<file path="src/rtl/four_level_page_walker_top_defines.svh">
// assertion macros for the four-level page walker
`ifndef FOUR_LEVEL_PAGE_WALKER_TOP_DEFINES_SVH
`define FOUR_LEVEL_PAGE_WALKER_TOP_DEFINES_SVH
`ifndef NO_ASSERTIONS
`define PW_ASSERT(label, clk, rst_n, prop, msg) \
    label: assert property (@(posedge clk) disable iff (!rst_n) prop) else $error(msg);
`define PW_NEVER(label, clk, rst_n, cond, msg) \
    label: assert property (@(posedge clk) disable iff (!rst_n) !(cond)) else $error(msg);
`else
`define PW_ASSERT(label, clk, rst_n, prop, msg)
`define PW_NEVER(label, clk, rst_n, cond, msg)
`endif
`endif

</file>
<file path="src/rtl/pwalk_pkg.sv">
// types, codes and helpers shared by the page walker modules
`default_nettype none
package pwalk_pkg;

    localparam logic       ACT_XLATE   = 1'b0;
    localparam logic       ACT_RESP    = 1'b1;
    localparam logic       KIND_READ   = 1'b0;
    localparam logic       KIND_DONE   = 1'b1;
    localparam logic [1:0] PSZ_FAULT   = 2'd0;
    localparam logic [1:0] PSZ_4K      = 2'd1;
    localparam logic [1:0] PSZ_2M      = 2'd2;
    localparam logic [1:0] LVL_PML4    = 2'd0;
    localparam logic [1:0] LVL_PDPT    = 2'd1;
    localparam logic [1:0] LVL_PD      = 2'd2;
    localparam logic [1:0] LVL_PT      = 2'd3;
    localparam logic       CFG_ROOT    = 1'b0;
    localparam logic       CFG_MEMSIZE = 1'b1;
    localparam int         MEM_W       = 53;
    localparam logic [MEM_W-1:0] SZ_4K = 53'h1000;
    localparam logic [MEM_W-1:0] SZ_2M = 53'h200000;
    localparam int         ENTRY_PS    = 7;
    localparam int         ENTRY_P     = 0;

    typedef struct packed {
        logic        action;
        logic [63:0] virtual_address;
        logic [63:0] read_data;
    } walk_in_t;

    typedef struct packed {
        logic        kind;
        logic [63:0] read_address;
        logic [51:0] physical_address;
        logic [1:0]  page_size;
    } walk_out_t;

    typedef struct packed {
        logic        busy;
        logic [1:0]  level;
        logic [47:0] vaddr;
    } walk_state_t;

    // limits derived from memory size when it is written
    typedef struct packed {
        logic [63:0]      root;
        logic [MEM_W-1:0] lim_4k;
        logic             lt_4k;
        logic [MEM_W-1:0] lim_2m;
        logic             lt_2m;
    } walk_cfg_t;

    function automatic logic [8:0] level_index(input logic [47:0] va, input logic [1:0] lvl);
        logic [8:0] idx;
        case (lvl)
            LVL_PML4: idx = va[47:39];
            LVL_PDPT: idx = va[38:30];
            LVL_PD:   idx = va[29:21];
            default:  idx = va[20:12];
        endcase
        return idx;
    endfunction

endpackage
`default_nettype wire

</file>
<file path="src/rtl/pwalk_cfg.sv">
// configuration registers with precomputed base limits
`default_nettype none
module pwalk_cfg (
    input  wire logic               clk,
    input  wire logic               rst_n,
    input  wire logic               cfg_we,
    input  wire logic               cfg_index,
    input  wire logic [63:0]        cfg_data,
    output pwalk_pkg::walk_cfg_t    cfg
);

    logic [63:0]                root_reg;
    logic [pwalk_pkg::MEM_W-1:0] lim_4k_reg;
    logic                       lt_4k_reg;
    logic [pwalk_pkg::MEM_W-1:0] lim_2m_reg;
    logic                       lt_2m_reg;
    logic [pwalk_pkg::MEM_W-1:0] mem_size;

    assign mem_size = cfg_data[pwalk_pkg::MEM_W-1:0];

    always_ff @(posedge clk or negedge rst_n)
    begin
        if (!rst_n)
        begin
            root_reg   <= '0;
            lim_4k_reg <= '0;
            lt_4k_reg  <= 1'b1;
            lim_2m_reg <= '0;
            lt_2m_reg  <= 1'b1;
        end
        else if (cfg_we)
        begin
            unique case (cfg_index)
                pwalk_pkg::CFG_ROOT:
                begin
                    root_reg <= cfg_data;
                end
                pwalk_pkg::CFG_MEMSIZE:
                begin
                    lim_4k_reg <= mem_size - pwalk_pkg::SZ_4K;
                    lt_4k_reg  <= (mem_size[pwalk_pkg::MEM_W-1:12] == '0);
                    lim_2m_reg <= mem_size - pwalk_pkg::SZ_2M;
                    lt_2m_reg  <= (mem_size[pwalk_pkg::MEM_W-1:21] == '0);
                end
                default:
                begin
                    root_reg <= root_reg;
                end
            endcase
        end
    end

    assign cfg.root   = root_reg;
    assign cfg.lim_4k = lim_4k_reg;
    assign cfg.lt_4k  = lt_4k_reg;
    assign cfg.lim_2m = lim_2m_reg;
    assign cfg.lt_2m  = lt_2m_reg;

endmodule
`default_nettype wire

</file>
<file path="src/rtl/pwalk_step.sv">
// one walk step: decodes a beat against the walk state and forms the result
`default_nettype none
module pwalk_step (
    input  wire pwalk_pkg::walk_in_t    item,
    input  wire pwalk_pkg::walk_state_t st,
    input  wire pwalk_pkg::walk_cfg_t   cfg,
    output logic                        has_result,
    output pwalk_pkg::walk_out_t        result,
    output pwalk_pkg::walk_state_t      st_next
);

    logic [47:0] base;
    logic        base_bad;
    logic [63:0] next_read;
    logic [51:0] large_pa;
    logic        large_bad;
    logic [1:0]  next_lvl;

    assign base     = {item.read_data[47:12], 12'b0};
    assign base_bad = (base[47:12] == '0) || cfg.lt_4k
                      || ({5'b0, base} > cfg.lim_4k);
    assign next_lvl = st.level + 2'd1;
    assign next_read = {16'b0, base}
                       + {52'b0, pwalk_pkg::level_index(st.vaddr, next_lvl), 3'b0};
    assign large_pa  = {item.read_data[51:21], st.vaddr[20:0]};
    assign large_bad = (large_pa == '0) || cfg.lt_2m || ({1'b0, large_pa} > cfg.lim_2m);

    always_comb
    begin
        has_result = 1'b0;
        result     = '0;
        st_next    = st;
        if (item.action == pwalk_pkg::ACT_XLATE)
        begin
            if (!st.busy)
            begin
                st_next.busy   = 1'b1;
                st_next.level  = pwalk_pkg::LVL_PML4;
                st_next.vaddr  = item.virtual_address[47:0];
                has_result     = 1'b1;
                result.kind    = pwalk_pkg::KIND_READ;
                result.read_address = cfg.root + {52'b0,
                    pwalk_pkg::level_index(item.virtual_address[47:0],
                                           pwalk_pkg::LVL_PML4), 3'b0};
            end
        end
        else if (st.busy)
        begin
            has_result  = 1'b1;
            result.kind = pwalk_pkg::KIND_DONE;
            case (st.level)
                pwalk_pkg::LVL_PML4:
                begin
                    if (!base_bad)
                    begin
                        result.kind         = pwalk_pkg::KIND_READ;
                        result.read_address = next_read;
                    end
                end
                pwalk_pkg::LVL_PDPT:
                begin
                    // no 1 GiB pages
                    if (!item.read_data[pwalk_pkg::ENTRY_PS] && !base_bad)
                    begin
                        result.kind         = pwalk_pkg::KIND_READ;
                        result.read_address = next_read;
                    end
                end
                pwalk_pkg::LVL_PD:
                begin
                    if (item.read_data[pwalk_pkg::ENTRY_P])
                    begin
                        if (item.read_data[pwalk_pkg::ENTRY_PS])
                        begin
                            if (!large_bad)
                            begin
                                result.physical_address = large_pa;
                                result.page_size        = pwalk_pkg::PSZ_2M;
                            end
                        end
                        else if (!base_bad)
                        begin
                            result.kind         = pwalk_pkg::KIND_READ;
                            result.read_address = next_read;
                        end
                    end
                end
                default:
                begin
                    if (item.read_data[pwalk_pkg::ENTRY_P] && !base_bad)
                    begin
                        result.physical_address = {4'b0, base[47:12], st.vaddr[11:0]};
                        result.page_size        = pwalk_pkg::PSZ_4K;
                    end
                end
            endcase
            if (result.kind == pwalk_pkg::KIND_READ)
            begin
                st_next.level = next_lvl;
            end
            else
            begin
                st_next.busy  = 1'b0;
                st_next.level = pwalk_pkg::LVL_PML4;
            end
        end
    end

endmodule
`default_nettype wire

</file>
<file path="src/rtl/four_level_page_walker_top.sv">
// four-level page walker top level: input register, walk state and result register
//
// Takes translate requests and memory response beats on one input channel and
// gives memory read requests and finished translations on the output channel.
// One beat is taken every cycle unless the input side stalls; a beat passes
// through the input register, then the result register. The input side only
// stalls when the result register holds a beat that the output side is
// stalling and the waiting input beat would make a result. Beats that make no
// result (a response while idle, a request during a walk) pass without
// touching the output. Configuration writes are taken whenever cfg_we is high
// and must only come while no walk is in flight.
`default_nettype none
`include "four_level_page_walker_top_defines.svh"
module four_level_page_walker_top (
    input  wire logic                 clk,
    input  wire logic                 rst_n,
    input  wire logic                 cfg_we,
    input  wire logic                 cfg_index,
    input  wire logic [63:0]          cfg_data,
    input  wire logic                 in_valid,
    output logic                      in_stall,
    input  wire pwalk_pkg::walk_in_t  in_data,
    output logic                      out_valid,
    input  wire logic                 out_stall,
    output pwalk_pkg::walk_out_t      out_data
);

    pwalk_pkg::walk_cfg_t   cfg;
    logic                   in_valid_reg;
    pwalk_pkg::walk_in_t    in_item_reg;
    pwalk_pkg::walk_state_t state_reg;
    pwalk_pkg::walk_state_t state_next;
    logic                   out_valid_reg;
    pwalk_pkg::walk_out_t   out_item_reg;
    logic                   has_result;
    pwalk_pkg::walk_out_t   result;
    logic                   advance;
    logic                   in_take;

    pwalk_cfg u_cfg (
        .clk       (clk),
        .rst_n     (rst_n),
        .cfg_we    (cfg_we),
        .cfg_index (cfg_index),
        .cfg_data  (cfg_data),
        .cfg       (cfg)
    );

    pwalk_step u_step (
        .item       (in_item_reg),
        .st         (state_reg),
        .cfg        (cfg),
        .has_result (has_result),
        .result     (result),
        .st_next    (state_next)
    );

    // the held beat moves on when it needs no output slot or the slot frees up
    assign advance  = in_valid_reg && (!has_result || !out_valid_reg || !out_stall);
    assign in_stall = in_valid_reg && !advance;
    assign in_take  = in_valid && !in_stall;

    always_ff @(posedge clk or negedge rst_n)
    begin
        if (!rst_n)
        begin
            in_valid_reg <= 1'b0;
        end
        else if (in_take)
        begin
            in_valid_reg <= 1'b1;
        end
        else if (advance)
        begin
            in_valid_reg <= 1'b0;
        end
    end

    always_ff @(posedge clk)
    begin
        if (in_take)
        begin
            in_item_reg <= in_data;
        end
    end

    always_ff @(posedge clk or negedge rst_n)
    begin
        if (!rst_n)
        begin
            state_reg <= '0;
        end
        else if (advance)
        begin
            state_reg <= state_next;
        end
    end

    always_ff @(posedge clk or negedge rst_n)
    begin
        if (!rst_n)
        begin
            out_valid_reg <= 1'b0;
        end
        else if (advance && has_result)
        begin
            out_valid_reg <= 1'b1;
        end
        else if (!out_stall)
        begin
            out_valid_reg <= 1'b0;
        end
    end

    always_ff @(posedge clk)
    begin
        if (advance && has_result)
        begin
            out_item_reg <= result;
        end
    end

    assign out_valid = out_valid_reg;
    assign out_data  = out_item_reg;

    `PW_NEVER(a_stall_needs_beat, clk, rst_n, in_stall && !in_valid_reg,
        "stall with empty input register")
    `PW_ASSERT(a_done_goes_idle, clk, rst_n,
        advance && has_result && result.kind == pwalk_pkg::KIND_DONE |=> !state_reg.busy,
        "walk still busy after finished beat")
    `PW_ASSERT(a_read_stays_busy, clk, rst_n,
        advance && has_result && result.kind == pwalk_pkg::KIND_READ |=> state_reg.busy,
        "walk idle after read request")
    `PW_ASSERT(a_fault_zero_pa, clk, rst_n,
        out_valid_reg && out_item_reg.kind == pwalk_pkg::KIND_DONE
        && out_item_reg.page_size == pwalk_pkg::PSZ_FAULT
        |-> out_item_reg.physical_address == '0,
        "fault with nonzero address")
    `PW_NEVER(a_size_code, clk, rst_n,
        out_valid_reg && out_item_reg.page_size > pwalk_pkg::PSZ_2M,
        "undefined page size code")

endmodule
`default_nettype wire

</file>
<file path="config.mk">
export PLATFORM = sky130hd
export DESIGN_NAME = four_level_page_walker_top
export DESIGN_NICKNAME = d
export VERILOG_FILES = /design/src/rtl/pwalk_pkg.sv /design/src/rtl/pwalk_cfg.sv /design/src/rtl/pwalk_step.sv /design/src/rtl/four_level_page_walker_top.sv
export VERILOG_INCLUDE_DIRS = /design/src /design/src/rtl
export SDC_FILE = /design/constraint.sdc
export NUM_CORES = 1
export LEC_CHECK = 0
export ABC_AREA = 0
export BUFFER_PORTS_ARGS = -buffer_cell sky130_fd_sc_hd__buf_2
export CAP_MARGIN = 20
export CORE_UTILIZATION = 23
export CTS_BUF_LIST = sky130_fd_sc_hd__clkbuf_2 sky130_fd_sc_hd__clkbuf_4 sky130_fd_sc_hd__clkbuf_8
export DETAILED_ROUTE_END_ITERATION = 8
export SYNTH_ARGS = -nofsm -noshare
export SYNTH_HDL_FRONTEND = slang
export SYNTH_SLANG_ARGS = --single-unit
</file>
<file path="constraint.sdc">
create_clock -name clk -period 7.9 [get_ports clk]
set_clock_uncertainty 0.2 [all_clocks]
set_input_delay 0.79 -clock clk [delete_from_list [all_inputs] [get_ports clk]]
set_output_delay 0.79 -clock clk [all_outputs]
set_load 0.01 [all_outputs]
</file>
Word-level counts from Yosys, hierarchy flattened --
Index checks and enable logic that the tools add are counted.
Cells by class: reduce and logical (&&, ||, !) cells 32, multiplexer cells 29, magnitude comparators 2, eq/ne operators 7, bitwise gates (word level) 3, add/subtract/negate cells 5
Operators with widths (count):
- 65-bit 2-to-1 mux | 6
- 119-bit 2-to-1 mux | 2
- 65-bit one-hot mux with 3 select lines | 1
- 54-bit 2-to-1 mux | 2
- 54-bit one-hot mux with 2 select lines | 1
- 50-bit 2-to-1 mux | 2
- 64-bit by 12-bit adder with 64-bit output | 1
- 64-bit 2-to-1 mux | 1
- 48-bit by 53-bit > comparator with 1-bit output | 1
- 52-bit by 53-bit > comparator with 1-bit output | 1
- 53-bit by 13-bit subtractor with 53-bit output (second input constant) | 1
- 53-bit by 22-bit subtractor with 53-bit output (second input constant) | 1
- 52-bit zero test | 1
- 48-bit by 12-bit adder with 49-bit output | 1
- 41-bit zero test | 1
- 36-bit zero test | 1
- 32-bit zero test | 1
- 9-bit one-hot mux with 3 select lines | 1
- 9-bit 2-to-1 mux | 2
- 1-bit 2-to-1 mux | 8
- 1-bit zero test | 7
- 1-bit logical AND | 6
- 1-bit logical OR | 6
- 3-bit 2-to-1 mux | 2
- other kinds (12) | 21
Word-level totals: register bits 445

Longest topological paths before layout --
Gate-level depths: netlist of run 1.
word-level depth 13, gate-level depth with buffers 11, depth with buffers taken out 9

By module --
Synthesis of run 1 repeated with hierarchy kept, for this count alone.
Unflattened totals: cell total of the unflattened synthesis 2204, area total of the unflattened synthesis 23945.5 µm²
Modules (own cells, without submodules):
- four_level_page_walker_top | times used 1, area an instance 10530.1 µm², cells each 549, seq. area each 8773.4 µm²
- pwalk_cfg | times used 1, area an instance 7377.1 µm², cells each 704, seq. area each 4006.3 µm²
- pwalk_step | times used 1, area an instance 6038.3 µm², cells each 951, seq. area each 0.0 µm²

Least setup slack after synthesis of run 1 --
OpenSTA, ideal clock, no wires.
kind input to register, start point input out_stall, end point register state_reg[48] in the netlist's numbering, data required time 7.568 ns, setup slack 3.539 ns, arrival time 4.029 ns, buffers on the path 0, stages on the path 6, cells stage by stage nand2_1 -> o21ai_0 -> or2_2 -> inv_1 -> nand3_1 -> o22ai_1
Between the ends: cells in the longest elaborated chain, start to end 4
RTL lines:
- start: declaration | RTL line four_level_page_walker_top.sv:24 | input wire logic out_stall,
- 1-bit zero test
- 1-bit logical OR | RTL line four_level_page_walker_top.sv:59 | assign advance = in_valid_reg && (!has_result || !out_valid_reg || !out_stall);
- 1-bit logical AND | RTL line four_level_page_walker_top.sv:59
- 3-bit AND reduction (no source line)
- end signal: assignment | RTL line four_level_page_walker_top.sv:95 | state_reg <= state_next;
- end: declaration | RTL line four_level_page_walker_top.sv:31 | pwalk_pkg::walk_state_t state_reg;
Every way passes these cells. A chain may end at the register's enable or synchronous reset.

Worst setup path after layout of run 1 --
start point register in_item_reg[20] in the netlist's numbering, end point register out_item_reg (netlist bit out_data[41]) (data pin)
Between the ends: cells in the longest elaborated chain, start to end 7
RTL lines:
- start: declaration | RTL line four_level_page_walker_top.sv:30 | pwalk_pkg::walk_in_t in_item_reg;
- start signal: assignment | RTL line four_level_page_walker_top.sv:83 | in_item_reg <= in_data;
- parallel branches: the longest is 2 deep, another holds 48-bit by 53-bit > comparator with 1-bit output
- 1-bit logical OR * | RTL line pwalk_step.sv:21 | || ({5'b0, base} > cfg.lim_4k);
- 1-bit zero test *
- 1-bit logical AND * | RTL line pwalk_step.sv:90 | if (item.read_data[pwalk_pkg::ENTRY_P] && !base_bad)
- 50-bit 2-to-1 mux * | RTL line pwalk_step.sv:90
- 54-bit one-hot mux with 2 select lines * | RTL line pwalk_step.sv:51 | case (st.level)
- end signal: assignment | RTL line four_level_page_walker_top.sv:119 | out_item_reg <= result;
- end: declaration | RTL line four_level_page_walker_top.sv:34 | pwalk_pkg::walk_out_t out_item_reg;
Mark *: on every way between the ends.

==> results_dict.tcl, run 1 <==
set metrics [dict create \
    status "complete, no violations" \
    ir_drop_mv 0.132 \
    worst_setup_path_start_kind "flip-flop" \
    async_reset_ff_share_pct 50.4 \
    timing.hold.ws_ps 77.4 \
    syn_inst 1771 \
    clock_sinks 423 \
    worstMarginPinSlew_ps 1060 \
    yosysSeqAreaShare_pct 56.6 \
    rr_startpoint "in_item_reg[20]" \
    wl_um 67200 \
    post_cts_buffers 0 \
    clock_latency_ps 700 \
    grt_max_degree 102 \
    critPathKind "reg2reg" \
    io_pins 320 \
    cts.clk_slew.worst_paths_ps 60 \
    cts_tree "yes" \
    slew_headroom_pct 27.6 \
    first_pass_iters 7 \
    ys_warn_count 0 \
    critical_path.startpoint "in_item_reg[20]" \
    grt_pass1_vias 15000 \
    start_util_pct 23.3 \
    power.density_nw_per_um2 285 \
    vias 14900 \
    finalCriticalPeriod_ps 4630 \
    arrival_ps 4890 \
    synth_area_leaders "edfxtp_1, dfrtp_1, ha_1" \
    wl_per_cell_um 20.3 \
    critPathCaptureType "flip-flop" \
    drc_errors 0 \
    hold_start "in_data[65]" \
    multi_input_area_um2 8200 \
    largest_reg_flops 119 \
    p_seq_share_pct 44.7 \
    via_per_inst 4.49 \
    fin_nets 2386 \
    period_share_pct 58.7 \
    drt-initial-drc-count 774 \
    antenna_found_initial 15 \
    synth_edf_count 210 \
    hold_viol_final 0 \
    core_um2 88400 \
    final_cells 3313 \
    cts_buffers 80 \
    synth-seq-cells 423 \
    clockBufferDepth 3 \
    pwr-share-comb_pct 23.3 \
    synth-main-ff-cell "dfrtp_1" \
    synth_area_leader_cell "edfxtp_1" \
    rsz0062_at_grt "no" \
    grt-ovfl-total 0 \
    seqCellArea_um2 11600 \
    slew_viol_final 0 \
    cts_resized 0 \
    synth_fp_nets 2079 \
    drtAntennaViolNets 0 \
    place_hpwl_um 48600 \
    p_sw_mw 2.34 \
    worst_ep_required_time_ps 8160 \
    die-area_um2 90500 \
    max_cap_viol_count 0 \
    clockPowerShare_pct 32.0 \
    syn_area_um2 20500 \
    switching_share_pct 32.8 \
    setup_viol 0 \
    htreeDepth 3 \
    synth_top_area_share_pct 30.7 \
    n_fill_cell 9286 \
    drive_gt1_share_pct 26.3 \
    tns_ps 0 \
    clockRootBuffer "clkbuf_8" \
    grt_usage_pct 14.7 \
    p_int_mw 4.80 \
    row_count 109 \
    hold_class "in2reg" \
    timing.fmax_mhz 216 \
    routabilityCongestion 0.823 \
    avgSynthCellArea_um2 11.6 \
    die_y_um 301 \
    syn2layout_area_growth_pct 22.2 \
    power_leakage_nw 10.3 \
    worstPathMaxFanout 49 \
    port_buffers 281 \
    ys_types 59 \
    dieWidth_um 301 \
    dp.cells 3154 \
    grt_pass1_wl_um 97700 \
]
[layout by cell type, fill, tap and decap left out, types with 11 or more instances in the layout]
| master | instances |
|---|---|
| a21boi_0 | 41 |
| nor2_1 | 57 |
| nand3_1 | 38 |
| ha_1 | 108 |
| buf_2 | 280 |
| xor2_1 | 55 |
| clkbuf_4 | 30 |
| edfxtp_1 | 210 |
| nand4_1 | 41 |
| dfrtp_1 | 211 |
| clkbuf_8 | 92 |
| and3_1 | 14 |
| o21a_1 | 11 |
| and2_1 | 15 |
| a22o_1 | 45 |
| nand2_1 | 174 |
| o21ai_0 | 123 |
| mux2_2 | 109 |
| a21o_1 | 12 |
| nor4_1 | 34 |
| buf_4 | 16 |
| nor3_1 | 42 |
| a21oi_1 | 40 |
| xnor2_1 | 65 |
| inv_1 | 127 |
[metrics by stage]
step                utilization (%)  power, mW  setup WS [ps]  area (µm²)
floorplan                         -       4.17           3540       20500
global placement               26.4       4.88           2450       23300
detailed placement             26.4       4.92           3020       23300
CTS                            28.4       7.26           2980       25100
global route                   28.4       7.57           2820       25100
finish                         28.4       7.15           3270       25100
[Yosys cell counts, types with 42 or more instances]
cell      number
mux2_2       109
inv_1        128
nand2_1      175
o21ai_0      123
ha_1         108
dfrtp_1      211
a22o_1        45
nor3_1        42
clkbuf_1      73
a21oi_1       42
xnor2_1       65
xor2_1        55
edfxtp_1     210
nor2_1        58
[power groups by stage]
| stage | clock network [mW] | logic, mW | registers, mW |
|---|---|---|---|
| final | 2.29 | 1.67 | 3.19 |
| after global routing | 2.47 | 1.86 | 3.24 |
| after CTS | 2.37 | 1.69 | 3.20 |
| after detailed placement | 0 | 1.68 | 3.24 |
| after global placement | 0 | 1.65 | 3.23 |
| after floorplan | 0 | 0.999 | 3.17 |
[final timing paths]
path / slack [ps] / endpoint / cells after the start
max in group asynchronous: 5390 / u_cfg.lim_2m_reg[2] / 3
max: 3270 / out_data[41] / 10
min: 80 / in_item_reg[65] / 1
min in group asynchronous: 570 / u_cfg.root_reg[60] / 2
min reg2reg: 260 / u_cfg.lt_2m_reg / 2
max reg2reg: 3270 / out_data[41] / 10
[cell type report]
type / count / area share, %
Sequential cell: 423 / 46.4
Multi-Input combinational cell: 1140 / 32.7
Timing Repair Buffer: 305 / 6.41
Clock buffer: 121 / 5.89
Tap cell: 1165 / 5.81
Inverter: 128 / 1.93
Clock inverter: 28 / 0.907
Antenna cell: 3 / 0.0299
[worst max-delay path, cell delays in order (launching register included)]
cell and delay [ps]:
edfxtp_1 530, ha_1 360, nand4_1 140, nor3_1 80
a2111oi_0 470, buf_1 240, buf_4 140, o2bb2ai_1 50
o21ai_0 690, nand3_4 870, a21boi_0 580
[per-layer routing]
| metal | vias to the layer above | share of wire [%] | track usage (%) |
|---|---|---|---|
| met2 | 397 | 47 | 24.1 |
| met4 | 18 | 2.6 | 5.16 |
| met1 | 7319 | 44 | 18.7 |
| li1 | 7030 | - | - |
| met5 | - | 0.14 | 0 |
| met3 | 124 | 6.4 | 3.91 |
[repair_timing]
action,4_1_cts,5_1_grt
setup endpoints to repair,0,0
hold buffers,7,0
endpoints found under the hold margin,29,0
[kinds of logic after synthesis]
family / after synthesis / share of synthesized area (%)
buf+inv: 208 / 3.82
xor+xnor: 120 / 5.12
simple gates: 471 / 11.3
flops: 423 / 56.6
mux: 110 / 6.02
fa+ha+maj: 109 / 6.67
compound gates: 330 / 10.4
Power figures use the tool's default switching activity.
==> inputs of run 2 (changes only) <==
clock period = 4.2 ns   (was 7.9 ns; I/O delays follow)
==> run 2 against run 1 <==
- die area unchanged
- utilization increased by 2.1 points
- clock power grew 83%
- critical endpoint is now out_data[78]
==> results_dict.tcl, run 2 (synthesis results as in run 1) <==
set metrics [dict create \
    status "complete, no violations" \
    power.density_nw_per_um2 505 \
    max_cap_viol_count 0 \
    critPathKind "reg2reg" \
    drtAntennaViolNets 0 \
    place_hpwl_um 51600 \
    fin_nets 2581 \
    gr-usage-met2_pct 25.8 \
    top_usage_layer "met2" \
    cts_hold_buf 158 \
    worstMarginPinSlew_ps 854 \
    final_cells 3506 \
    row_count 109 \
    n_fill_cell 9143 \
    worst_ep_required_time_ps 4510 \
    dp.cells 3201 \
    htreeDepth 3 \
    cts_resized 0 \
    first_pass_iters 5 \
    setup_viol 0 \
    worstRegToRegCells 11 \
    grt_max_degree 93 \
    cts_tree "yes" \
    drc_errors 0 \
    worstPathMaxFanout 36 \
    rrSetupSlack_ps 470 \
    hold_class "in2async" \
    clockBufferDepth 3 \
    timing.hold.ws_ps 90.8 \
    finalCriticalPeriod_ps 3730 \
    worst_setup_path_start_kind "flip-flop" \
    port_buffers 281 \
    final_cell_mix "buf_2, dfrtp_1, edfxtp_1" \
    grt_pass1_vias 16100 \
    hold_viol_final 0 \
    clock_latency_ps 680 \
    finalPower_mw 13.6 \
    wl_um 69900 \
    via_per_inst 4.46 \
    largest_reg_flops 119 \
    critPathCaptureType "flip-flop" \
    cts.clk_slew.worst_paths_ps 60 \
    rr_endpoint "out_data[78]" \
    slew_viol_final 0 \
    io_pins 320 \
    vias 15600 \
    grt-ovfl-total 0 \
    drive_gt1_share_pct 26.2 \
    rsz0062_at_grt "no" \
    arrival_ps 4040 \
    cts_buffers 77 \
    clockRootBuffer "clkbuf_8" \
    grt_pass1_wl_um 103000 \
    die-area_um2 90500 \
    die_y_um 301 \
    core_um2 88400 \
    tns_ps 0 \
    period_share_pct 88.8 \
    timing.fmax_mhz 268 \
    grt_util_met3_pct 2.94 \
    post_cts_buffers 0 \
    rr_startpoint "in_item_reg[14]" \
    syn2layout_area_growth_pct 31.4 \
    mostFrequentLayoutCell "buf_2" \
    drt-initial-drc-count 991 \
    slew_headroom_pct 41.6 \
    routabilityCongestion 0.848 \
    start_util_pct 23.3 \
    clock_sinks 423 \
    wl_per_cell_um 20.0 \
    ir_drop_mv 0.238 \
    grt_usage_pct 15.4 \
    design_area_um2 27000 \
    antenna_found_initial 4 \
    dieWidth_um 301 \
    power_leakage_nw 11.2 \
    dpl-instance-area_um2 23800 \
    use_met1_pct 20.0 \
]
## run 2: worst max path at each step
stage	from	end	slack, ps	cells past startpoint
2_1_floorplan	state_reg[50]	in_item_reg[0]	520	5
3_3_place_gp	in_item_reg[19]	out_data[94]	250	11
3_5_place_dp	in_item_reg[19]	out_data[66]	310	11
4_1_cts	in_item_reg[19]	out_data[94]	280	11
5_1_grt	in_item_reg[14]	out_data[94]	210	11
6_report	in_item_reg[14]	out_data[78]	470	11
## run 2: cell type report
cell class / count / area, µm² / share of cell area (%)
antenna: 5 / 12.5 / 0.0463
clock buffer: 119 / 1460 / 5.39
clock inverter: 23 / 178 / 0.658
inverter: 128 / 484 / 1.79
multi-input combinational: 1140 / 8180 / 30.3
sequential: 423 / 11600 / 43.1
tap: 1165 / 1460 / 5.40
timing repair buffer: 503 / 3590 / 13.3
## run 2: where the power goes
group	total (mW)	switching, mW	internal [mW]
clock	4.19	1.85	2.34
sequential	5.90	0.560	5.33
combinational	3.55	2.02	1.53
## run 2: critical path: stages, from the launching register on
cell	delay [ps]
edfxtp_1	500
ha_1	350
a21oi_1	140
o21ai_0	110
a2111oi_0	800
buf_4	230
o2bb2ai_1	60
o21ai_0	140
buf_4	170
and3_2	360
buf_12	270
a22o_1	210
## run 2: stage by stage
| stage | setup WS (ps) | utilization, % |
|---|---|---|
| after global routing | 208 | 30.5 |
| after global placement | 254 | 26.9 |
| final | 471 | 30.6 |
| after floorplan | 520 | - |
| after CTS | 281 | 30.5 |
| after detailed placement | 309 | 26.9 |
## run 2: layer usage
layer | share of wire, % | vias to the layer above | wire length (µm)
met2 | 48 | 381 | 33400
li1 | - | 7407 | -
met5 | 0 | - | 0
met1 | 45 | 7763 | 31700
met3 | 4.7 | 87 | 3310
met4 | 2.2 | 0 | 1550
